File: src/hw/rtl/kpd_pkg.sv
package kpd_pkg;

  localparam int RowsDef = 4;
  localparam int ColsDef = 3;

  // fixed widths of the words on the ports
  localparam int RowLevelsW = 4;
  localparam int KeyStatesW = 24;
  localparam int DriveColW  = 2;
  localparam int CfgW       = 8;
  localparam int PaddrW     = 3;
  localparam int PdataW     = 32;

  localparam logic [CfgW-1:0] TickStepRst   = 8'd1;
  localparam logic [CfgW-1:0] ScanPeriodRst = 8'd10;

  // register select, taken from paddr bit 2
  typedef enum logic {
    REG_TICK_STEP   = 1'b0,
    REG_SCAN_PERIOD = 1'b1
  } reg_sel_e;

  typedef enum logic [1:0] {
    PH_RELEASED     = 2'd0,
    PH_PRE_PRESSED  = 2'd1,
    PH_PRESSED      = 2'd2,
    PH_PRE_RELEASED = 2'd3
  } key_phase_e;

  localparam logic LvlPressed  = 1'b0;
  localparam logic LvlReleased = 1'b1;

  function automatic key_phase_e next_phase(key_phase_e ph, logic a, logic b);
    logic both_low;
    logic both_high;
    key_phase_e nx;
    both_low  = (a == LvlPressed) && (b == LvlPressed);
    both_high = (a == LvlReleased) && (b == LvlReleased);
    case (ph)
      PH_RELEASED:     nx = both_low ? PH_PRE_PRESSED : PH_RELEASED;
      PH_PRE_PRESSED:  nx = both_low ? PH_PRESSED : PH_PRE_PRESSED;
      PH_PRESSED:      nx = both_high ? PH_PRE_RELEASED : PH_PRESSED;
      PH_PRE_RELEASED: nx = both_high ? PH_RELEASED : PH_PRE_RELEASED;
      default:         nx = PH_RELEASED;
    endcase
    return nx;
  endfunction

endpackage

File: src/hw/rtl/kpd_scan_timer.sv
module kpd_scan_timer import kpd_pkg::*; #(
  parameter int COLS = ColsDef,
  localparam int ColW = (COLS > 1) ? $clog2(COLS) : 1
) (
  input  logic            clk_i,
  input  logic            rst_ni,
  input  logic            tick_i,
  input  logic [CfgW-1:0] tick_step_i,
  input  logic [CfgW-1:0] scan_period_i,
  output logic            scan_o,
  output logic [ColW-1:0] col_o,
  output logic [ColW-1:0] col_next_o
);

  logic [CfgW-1:0] count_q, count_d;
  logic [CfgW-1:0] sum;
  logic [ColW-1:0] col_q, col_d;
  logic [ColW-1:0] col_adv;

  assign sum    = count_q + tick_step_i;
  assign scan_o = (sum == scan_period_i);

  // wrap after the last column, also from any index out of range
  assign col_adv = (col_q >= ColW'(COLS - 1)) ? '0 : col_q + ColW'(1);

  always_comb begin
    count_d = count_q;
    col_d   = col_q;
    if (tick_i) begin
      count_d = scan_o ? '0 : sum;
      if (scan_o) begin
        col_d = col_adv;
      end
    end
  end

  assign col_o      = col_q;
  assign col_next_o = col_d;

  always_ff @(posedge clk_i or negedge rst_ni) begin
    if (!rst_ni) begin
      count_q <= '0;
      col_q   <= '0;
    end else begin
      count_q <= count_d;
      col_q   <= col_d;
    end
  end

endmodule

File: src/hw/rtl/kpd_debounce.sv
module kpd_debounce import kpd_pkg::*; #(
  parameter int ROWS = RowsDef,
  parameter int COLS = ColsDef,
  localparam int ColW = (COLS > 1) ? $clog2(COLS) : 1
) (
  input  logic                  clk_i,
  input  logic                  rst_ni,
  input  logic                  scan_i,
  input  logic [ColW-1:0]       col_i,
  input  logic [RowLevelsW-1:0] row_levels_i,
  output logic [KeyStatesW-1:0] key_states_o
);

  localparam int NKeys    = ROWS * COLS;
  localparam int NOutKeys = KeyStatesW / 2;

  logic       older_q [NKeys];
  logic       newer_q [NKeys];
  key_phase_e phase_q [NKeys];
  logic       older_d [NKeys];
  logic       newer_d [NKeys];
  key_phase_e phase_d [NKeys];

  for (genvar r = 0; r < ROWS; r++) begin : g_row
    logic lvl;
    // rows beyond the pins read as released
    if (r < RowLevelsW) begin : g_pin
      assign lvl = row_levels_i[r];
    end else begin : g_nopin
      assign lvl = LvlReleased;
    end
    for (genvar c = 0; c < COLS; c++) begin : g_col
      localparam int K = r * COLS + c;
      logic hit;
      assign hit = scan_i && (col_i == ColW'(c));

      always_comb begin
        older_d[K] = older_q[K];
        newer_d[K] = newer_q[K];
        phase_d[K] = phase_q[K];
        if (hit) begin
          older_d[K] = newer_q[K];
          newer_d[K] = lvl;
          phase_d[K] = next_phase(phase_q[K], newer_q[K], lvl);
        end
      end

      always_ff @(posedge clk_i or negedge rst_ni) begin
        if (!rst_ni) begin
          older_q[K] <= LvlReleased;
          newer_q[K] <= LvlReleased;
          phase_q[K] <= PH_RELEASED;
        end else begin
          older_q[K] <= older_d[K];
          newer_q[K] <= newer_d[K];
          phase_q[K] <= phase_d[K];
        end
      end
    end
  end

  // packed view of the updated phases, keys past the word are dropped
  for (genvar k = 0; k < NOutKeys; k++) begin : g_pack
    if (k < NKeys) begin : g_key
      assign key_states_o[2*k +: 2] = phase_d[k];
    end else begin : g_none
      assign key_states_o[2*k +: 2] = 2'b00;
    end
  end

endmodule

File: src/hw/rtl/keypad_scan_debounce.sv
// Matrix keypad scanner with per-key debounce, ROWS x COLS keys (4 x 3 by
// default). Each accepted input word is one system tick carrying the row pin
// levels (0 = pressed); every tick gives exactly one output word, registered,
// at a rate of one word per cycle while out_ready is held high. The 8-bit
// tick counter adds tick_step each tick; when the sum equals scan_period the
// counter clears, the current column is sampled, every key in it steps its
// four-state debounce machine, and the column index advances. Rows above the
// four pins read as released and only the first twelve keys appear in
// key_states (two bits per key, key = row*COLS + column). Registers: tick_step
// at address 0 (reset 1), scan_period at address 4 (reset 10); write them
// only while no word is in flight.
module keypad_scan_debounce import kpd_pkg::*; #(
  parameter int ROWS = RowsDef,
  parameter int COLS = ColsDef
) (
  input  logic                  clk_i,
  input  logic                  rst_ni,
  input  logic                  psel,
  input  logic                  penable,
  input  logic                  pwrite,
  input  logic [PaddrW-1:0]     paddr,
  input  logic [PdataW-1:0]     pwdata,
  output logic [PdataW-1:0]     prdata,
  output logic                  pready,
  input  logic                  in_valid_i,
  output logic                  in_ready_o,
  input  logic [RowLevelsW-1:0] row_levels_i,
  output logic                  out_valid_o,
  input  logic                  out_ready_i,
  output logic [DriveColW-1:0]  drive_column_o,
  output logic                  drive_enable_o,
  output logic                  scanned_o,
  output logic [KeyStatesW-1:0] key_states_o
);

  localparam int ColW = (COLS > 1) ? $clog2(COLS) : 1;

  logic [CfgW-1:0] tick_step_q, scan_period_q;
  logic            cfg_wr;
  reg_sel_e        sel;

  assign pready = 1'b1;
  assign cfg_wr = psel && penable && pwrite;
  assign sel    = reg_sel_e'(paddr[2]);

  always_ff @(posedge clk_i or negedge rst_ni) begin
    if (!rst_ni) begin
      tick_step_q   <= TickStepRst;
      scan_period_q <= ScanPeriodRst;
    end else if (cfg_wr) begin
      case (sel)
        REG_TICK_STEP:   tick_step_q   <= pwdata[CfgW-1:0];
        REG_SCAN_PERIOD: scan_period_q <= pwdata[CfgW-1:0];
        default: ;
      endcase
    end
  end

  always_comb begin
    case (sel)
      REG_TICK_STEP:   prdata = PdataW'(tick_step_q);
      REG_SCAN_PERIOD: prdata = PdataW'(scan_period_q);
      default:         prdata = '0;
    endcase
  end

  // output register takes a new word whenever it is empty or being drained
  logic tick;
  assign in_ready_o = !out_valid_o || out_ready_i;
  assign tick       = in_valid_i && in_ready_o;

  logic            scan_raw;
  logic            scan;
  logic [ColW-1:0] col, col_next;
  logic [KeyStatesW-1:0] key_states;

  kpd_scan_timer #(.COLS(COLS)) u_timer (
    .clk_i         (clk_i),
    .rst_ni        (rst_ni),
    .tick_i        (tick),
    .tick_step_i   (tick_step_q),
    .scan_period_i (scan_period_q),
    .scan_o        (scan_raw),
    .col_o         (col),
    .col_next_o    (col_next)
  );

  assign scan = tick && scan_raw;

  kpd_debounce #(.ROWS(ROWS), .COLS(COLS)) u_debounce (
    .clk_i        (clk_i),
    .rst_ni       (rst_ni),
    .scan_i       (scan),
    .col_i        (col),
    .row_levels_i (row_levels_i),
    .key_states_o (key_states)
  );

  logic                 out_valid_q, out_valid_d;
  logic [DriveColW-1:0] drive_column_q;
  logic                 drive_enable_q;
  logic                 scanned_q;
  logic [KeyStatesW-1:0] key_states_q;

  always_comb begin
    out_valid_d = out_valid_q;
    if (tick) begin
      out_valid_d = 1'b1;
    end else if (out_ready_i) begin
      out_valid_d = 1'b0;
    end
  end

  always_ff @(posedge clk_i or negedge rst_ni) begin
    if (!rst_ni) begin
      out_valid_q <= 1'b0;
    end else begin
      out_valid_q <= out_valid_d;
    end
  end

  always_ff @(posedge clk_i) begin
    if (tick) begin
      drive_column_q <= DriveColW'(col_next);
      drive_enable_q <= !scan_raw;
      scanned_q      <= scan_raw;
      key_states_q   <= key_states;
    end
  end

  assign out_valid_o    = out_valid_q;
  assign drive_column_o = drive_column_q;
  assign drive_enable_o = drive_enable_q;
  assign scanned_o      = scanned_q;
  assign key_states_o   = key_states_q;

endmodule

File: config.mk
export PLATFORM = sky130hd
export DESIGN_NAME = keypad_scan_debounce
export DESIGN_NICKNAME = d
export VERILOG_FILES = /design/src/hw/rtl/kpd_pkg.sv /design/src/hw/rtl/kpd_scan_timer.sv /design/src/hw/rtl/kpd_debounce.sv /design/src/hw/rtl/keypad_scan_debounce.sv
export SDC_FILE = /design/constraint.sdc
export NUM_CORES = 1
export LEC_CHECK = 0
export ABC_AREA = 1
export BUFFER_PORTS_ARGS = -buffer_cell sky130_fd_sc_hd__buf_2
export CAP_MARGIN = 20
export CORE_ASPECT_RATIO = 0.6
export CORE_UTILIZATION = 54
export CTS_CLUSTER_DIAMETER = 40
export CTS_CLUSTER_SIZE = 14
export DETAILED_ROUTE_END_ITERATION = 6
export PLACE_DENSITY = 0.8
export SETUP_SLACK_MARGIN = 0.05
export SKIP_LAST_GASP = 1
export SYNTH_ARGS = -nofsm -noshare
export SYNTH_HDL_FRONTEND = slang
export SYNTH_HIERARCHICAL = 1
export SYNTH_SLANG_ARGS = --single-unit
File: constraint.sdc
create_clock -name clk_i -period 3.3 [get_ports clk_i]
set_input_delay 0.165 -clock clk_i [delete_from_list [all_inputs] [get_ports clk_i]]
set_output_delay 0.165 -clock clk_i [all_outputs]
set_load 0.005 [all_outputs]
==> impl_metrics.csv <==
group,metric,value,unit
drt,antenna_left,0,
critical_path,worstSetupPathType,"flop to flop",
placement,dpl_worst_slack,-0.000826,ns
drt,dr.pass1.iters,5,
yosys,synth.most_common_cell,"nand2_1",
power_and_ir_drop,switching_power,1.35,mW
power_and_ir_drop,powerDensity,675,nW/um2
critical_path,worstPathArrival,3.37,ns
min_path,hold_end,"tick_step_q[0]",
drt,wl_met1,4.89,mm
cts,clockBufferDepth,2,
critical_path,cp_data_required_time,3.39,ns
timing,grt_setup_unrepaired,"yes",
cts,cts.sinks,91,
floorplan,core_area,8590,um2
timing,finalCritPeriodShare,99.4,%
yosys,synth_commonest_cells,"nand2_1 (221), nand3_1 (57), inv_1 (54), dfrtp_1 (48), nor2_1 (31)",
cells_and_area,nFillCells,683,
floorplan,dieArea,9330,um2
drt,routedWlPerCell,14.2,um
yosys,syn_area_per_cell,8.27,um2
placement,place_congestion,0.898,
critical_path,endpoint_kind,"flop",
yosys,syn_area,4820,um2
cts,cts-buffers-inserted,9,
drt,dr.max_layer_used,"met4",
yosys,yosysSeqAreaShare,50.5,%
grt,antenna_found_initial,0,
timing,hold_viol,0,
yosys,synth_cell_types,30,
cts,path_clk_slew,0.06,ns
cts,root_buffer,"clkbuf_16",
yosys,synthTopCellsByArea,"dfrtp_1 (25%), edfxtp_1 (17%), nand2_1 (17%)",
critical_path,rr_startpoint,"tick_step_q[0]",
critical_path,reg2regPathDepth,20,
drt,vias,4062,
yosys,syn_inst,583,
floorplan,die_h,75.2,um
cts,clk_latency,0.35,ns
drt,routed_wl,11.0,mm
cells_and_area,finalNetCount,708,
min_path,hold_path_class,"input port to flop",
power_and_ir_drop,combPwrFrac,30.1,%
grt,grt_pass1_vias,3579,
critical_path,r2r_slack,0.02,ns
cts,cts_tree,"built",
power_and_ir_drop,ir_drop,301,uV
cells_and_area,stdcell_count,771,
yosys,ys_async_sr_fraction,69.2,%
drt,drt_iter0_drc,343,
placement,numPortBuffers,57,
timing,skew,0.00640,ns
yosys,ys_ff_latch,91,
power_and_ir_drop,power_leakage,2.85,nW
timing,layout_setup_ws,0.0191,ns
timing,maxSlewViolCount,0,
min_path,min_path_cells,3,
min_path,min_from,"pwdata[0]",
placement,hpwl,7.39,mm
cells_and_area,antenna_cells,0,
yosys,ys_warn_count,6,
placement,dpl-instance-area,5130,um2
drt,viasPerCell,5.27,
cells_and_area,final_layout_size_suffix_gt1_share,21.1,%
critical_path,start_kind,"flop",
drt,route.met2.wl,5.07,mm
run,maxCapViolations,0,
floorplan,std_cell_rows,26,
critical_path,r2r_end,"key_states_o[9]",
critical_path,cp_max_fo,6,
yosys,ys.flop_type,"dfrtp_1",
timing,whs,0.0425,ns
status,status,"finished, final reports clean",
timing,min_period,3.28,ns
grt,grt_usage,24.4,%
drt,post-route-drc-count,0,
yosys,yosysTopAreaCell,"dfrtp_1",
floorplan,die_w,124,um
grt,grt_overflow,0,
timing,clock.fmax,0.305,GHz
power_and_ir_drop,pwr-share-clk,26.5,%
grt,grt_pass1_wl,16.8,mm
placement,dp.cells,743,
yosys,synth_top_area_share,24.9,%
timing,finalSetupViolations,0,
drt,met3_length,833,um
power_and_ir_drop,intPower,2.43,mW
cts,cts_max_level,3,
cells_and_area,area_growth,16.0,%
floorplan,io_pins,109,
timing,fin_setup_tns,0,ns
power_and_ir_drop,switching_share,35.7,%
yosys,synth_edf_count,28,
grt,grt_max_degree,35,
floorplan,start_util,56.2,%
cells_and_area,fin_area,5600,um2
power_and_ir_drop,seqPwrFrac,43.4,%
==> worst max-delay path by stage <==
stage                              start               end  slack [ns]
after CTS                 tick_step_q[0]  key_states_o[14]        0.07
after detailed placement  tick_step_q[0]  key_states_o[23]     -0.0008
after global placement    tick_step_q[0]  key_states_o[23]        0.09
after floorplan           tick_step_q[0]  key_states_o[14]        0.33
final                     tick_step_q[0]   key_states_o[9]        0.02
after global routing      tick_step_q[0]   key_states_o[9]       -0.08
==> metrics by stage <==
| stage | util (%) | total power [mW] |
|---|---|---|
| 2_1_floorplan | - | 2.45 |
| 3_3_place_gp | 59.7 | 2.65 |
| 3_5_place_dp | 59.7 | 2.73 |
| 4_1_cts | 63.7 | 3.75 |
| 5_1_grt | 65.2 | 4.01 |
| 6_report | 65.2 | 3.78 |
==> power by group through the flow <==
stage	Combinational, mW	Sequential [mW]	Clock (mW)
CTS	1.10	1.63	1.02
global route	1.29	1.67	1.06
finish	1.14	1.64	1.00
floorplan	0.861	1.59	0
detailed placement	1.09	1.64	0
global placement	1.02	1.63	0
==> repair_timing <==
| item | CTS | global route |
|---|---|---|
| endpoints found under the setup margin | 16 | 45 |
| hold buffers | 1 | 0 |
| resized for setup | 1 | 12 |
| gates cloned | 0 | 2 |
| buffers inserted | 4 | 5 |
| endpoints found under the hold margin | 15 | 0 |
| pin swaps | 1 | 16 |
==> routing by layer <==
layer,up-vias,track usage (%)
met4,0,7.41
met3,19,6.52
met1,1926,33.4
met5,-,0
met2,168,38.3
li1,1949,-
==> kinds of logic (layout without fill, tap and decap cells) <==
family | Yosys count | in the layout | share of synthesized area [%]
DFF | 91 | 91 | 50.5
and+or+nand+nor | 364 | 364 | 34.4
other | 2 | 25 | 0.156
buffers and inverters | 97 | 150 | 10.3
adders and majority gates | 8 | 8 | 2.23
xor gates and xnor gates | 3 | 3 | 0.545
AOI/OAI and AO/OA | 18 | 18 | 1.92
==> final cells by class <==
type / instances / area (um2) / share of cell area (%)
Inverter: 57 / 214 / 3.82
Timing Repair Buffer: 77 / 509 / 9.10
Clock inverter: 6 / 57.6 / 1.03
Tap cell: 112 / 140 / 2.50
Sequential cell: 91 / 2440 / 43.5
Multi-Input combinational cell: 418 / 2010 / 35.9
Clock buffer: 10 / 229 / 4.09
==> cell usage in the layout, fill, tap and decap left out, types with 4 or more instances in the layout <==
cell type	instances
nand4_1	20
o21ai_0	8
nor2_4	5
ha_1	6
nand2_2	11
dfrtp_1	48
edfxtp_1	28
conb_1	25
buf_4	12
nor2_1	30
nand3_1	57
dfstp_2	15
a21oi_1	8
buf_2	57
nand2_1	218
clkbuf_16	11
nand3b_1	10
inv_1	52
nand2_4	4
inv_2	5
==> sequential cells by signal, indices dropped and copies added, names as in the netlist <==
| signal | flops |
|---|---|
| tick_step_q | 8 |
| drive_column_o | 2 |
| u_timer/count_q | 8 |
| scan_period_q | 8 |
| u_debounce/phase_q | 24 |
| scanned_o | 1 |
| drive_enable_o | 1 |
| out_valid_o | 1 |
| key_states_o | 24 |
| u_debounce/newer_q | 12 |
| u_timer/col_o | 2 |
==> worst max-delay path, cell delays in order, from the launching register on <==
cell and delay, ns:
dfstp_2 0.57, ha_4 0.16, fa_1 0.45, xnor2_1 0.16, nand2_1 0.09, nor2_1 0.11, nand2_1 0.11, nor2_4 0.14
nand2_4 0.07, nor2_8 0.12, nand2_4 0.05, inv_2 0.06, inv_2 0.04, nor2_2 0.09, buf_6 0.14, nand2_4 0.06
nor2_4 0.22, buf_12 0.15, nand3b_1 0.08, nand2_1 0.08, nand2_1 0.08
(Power assumes the default switching activity.)
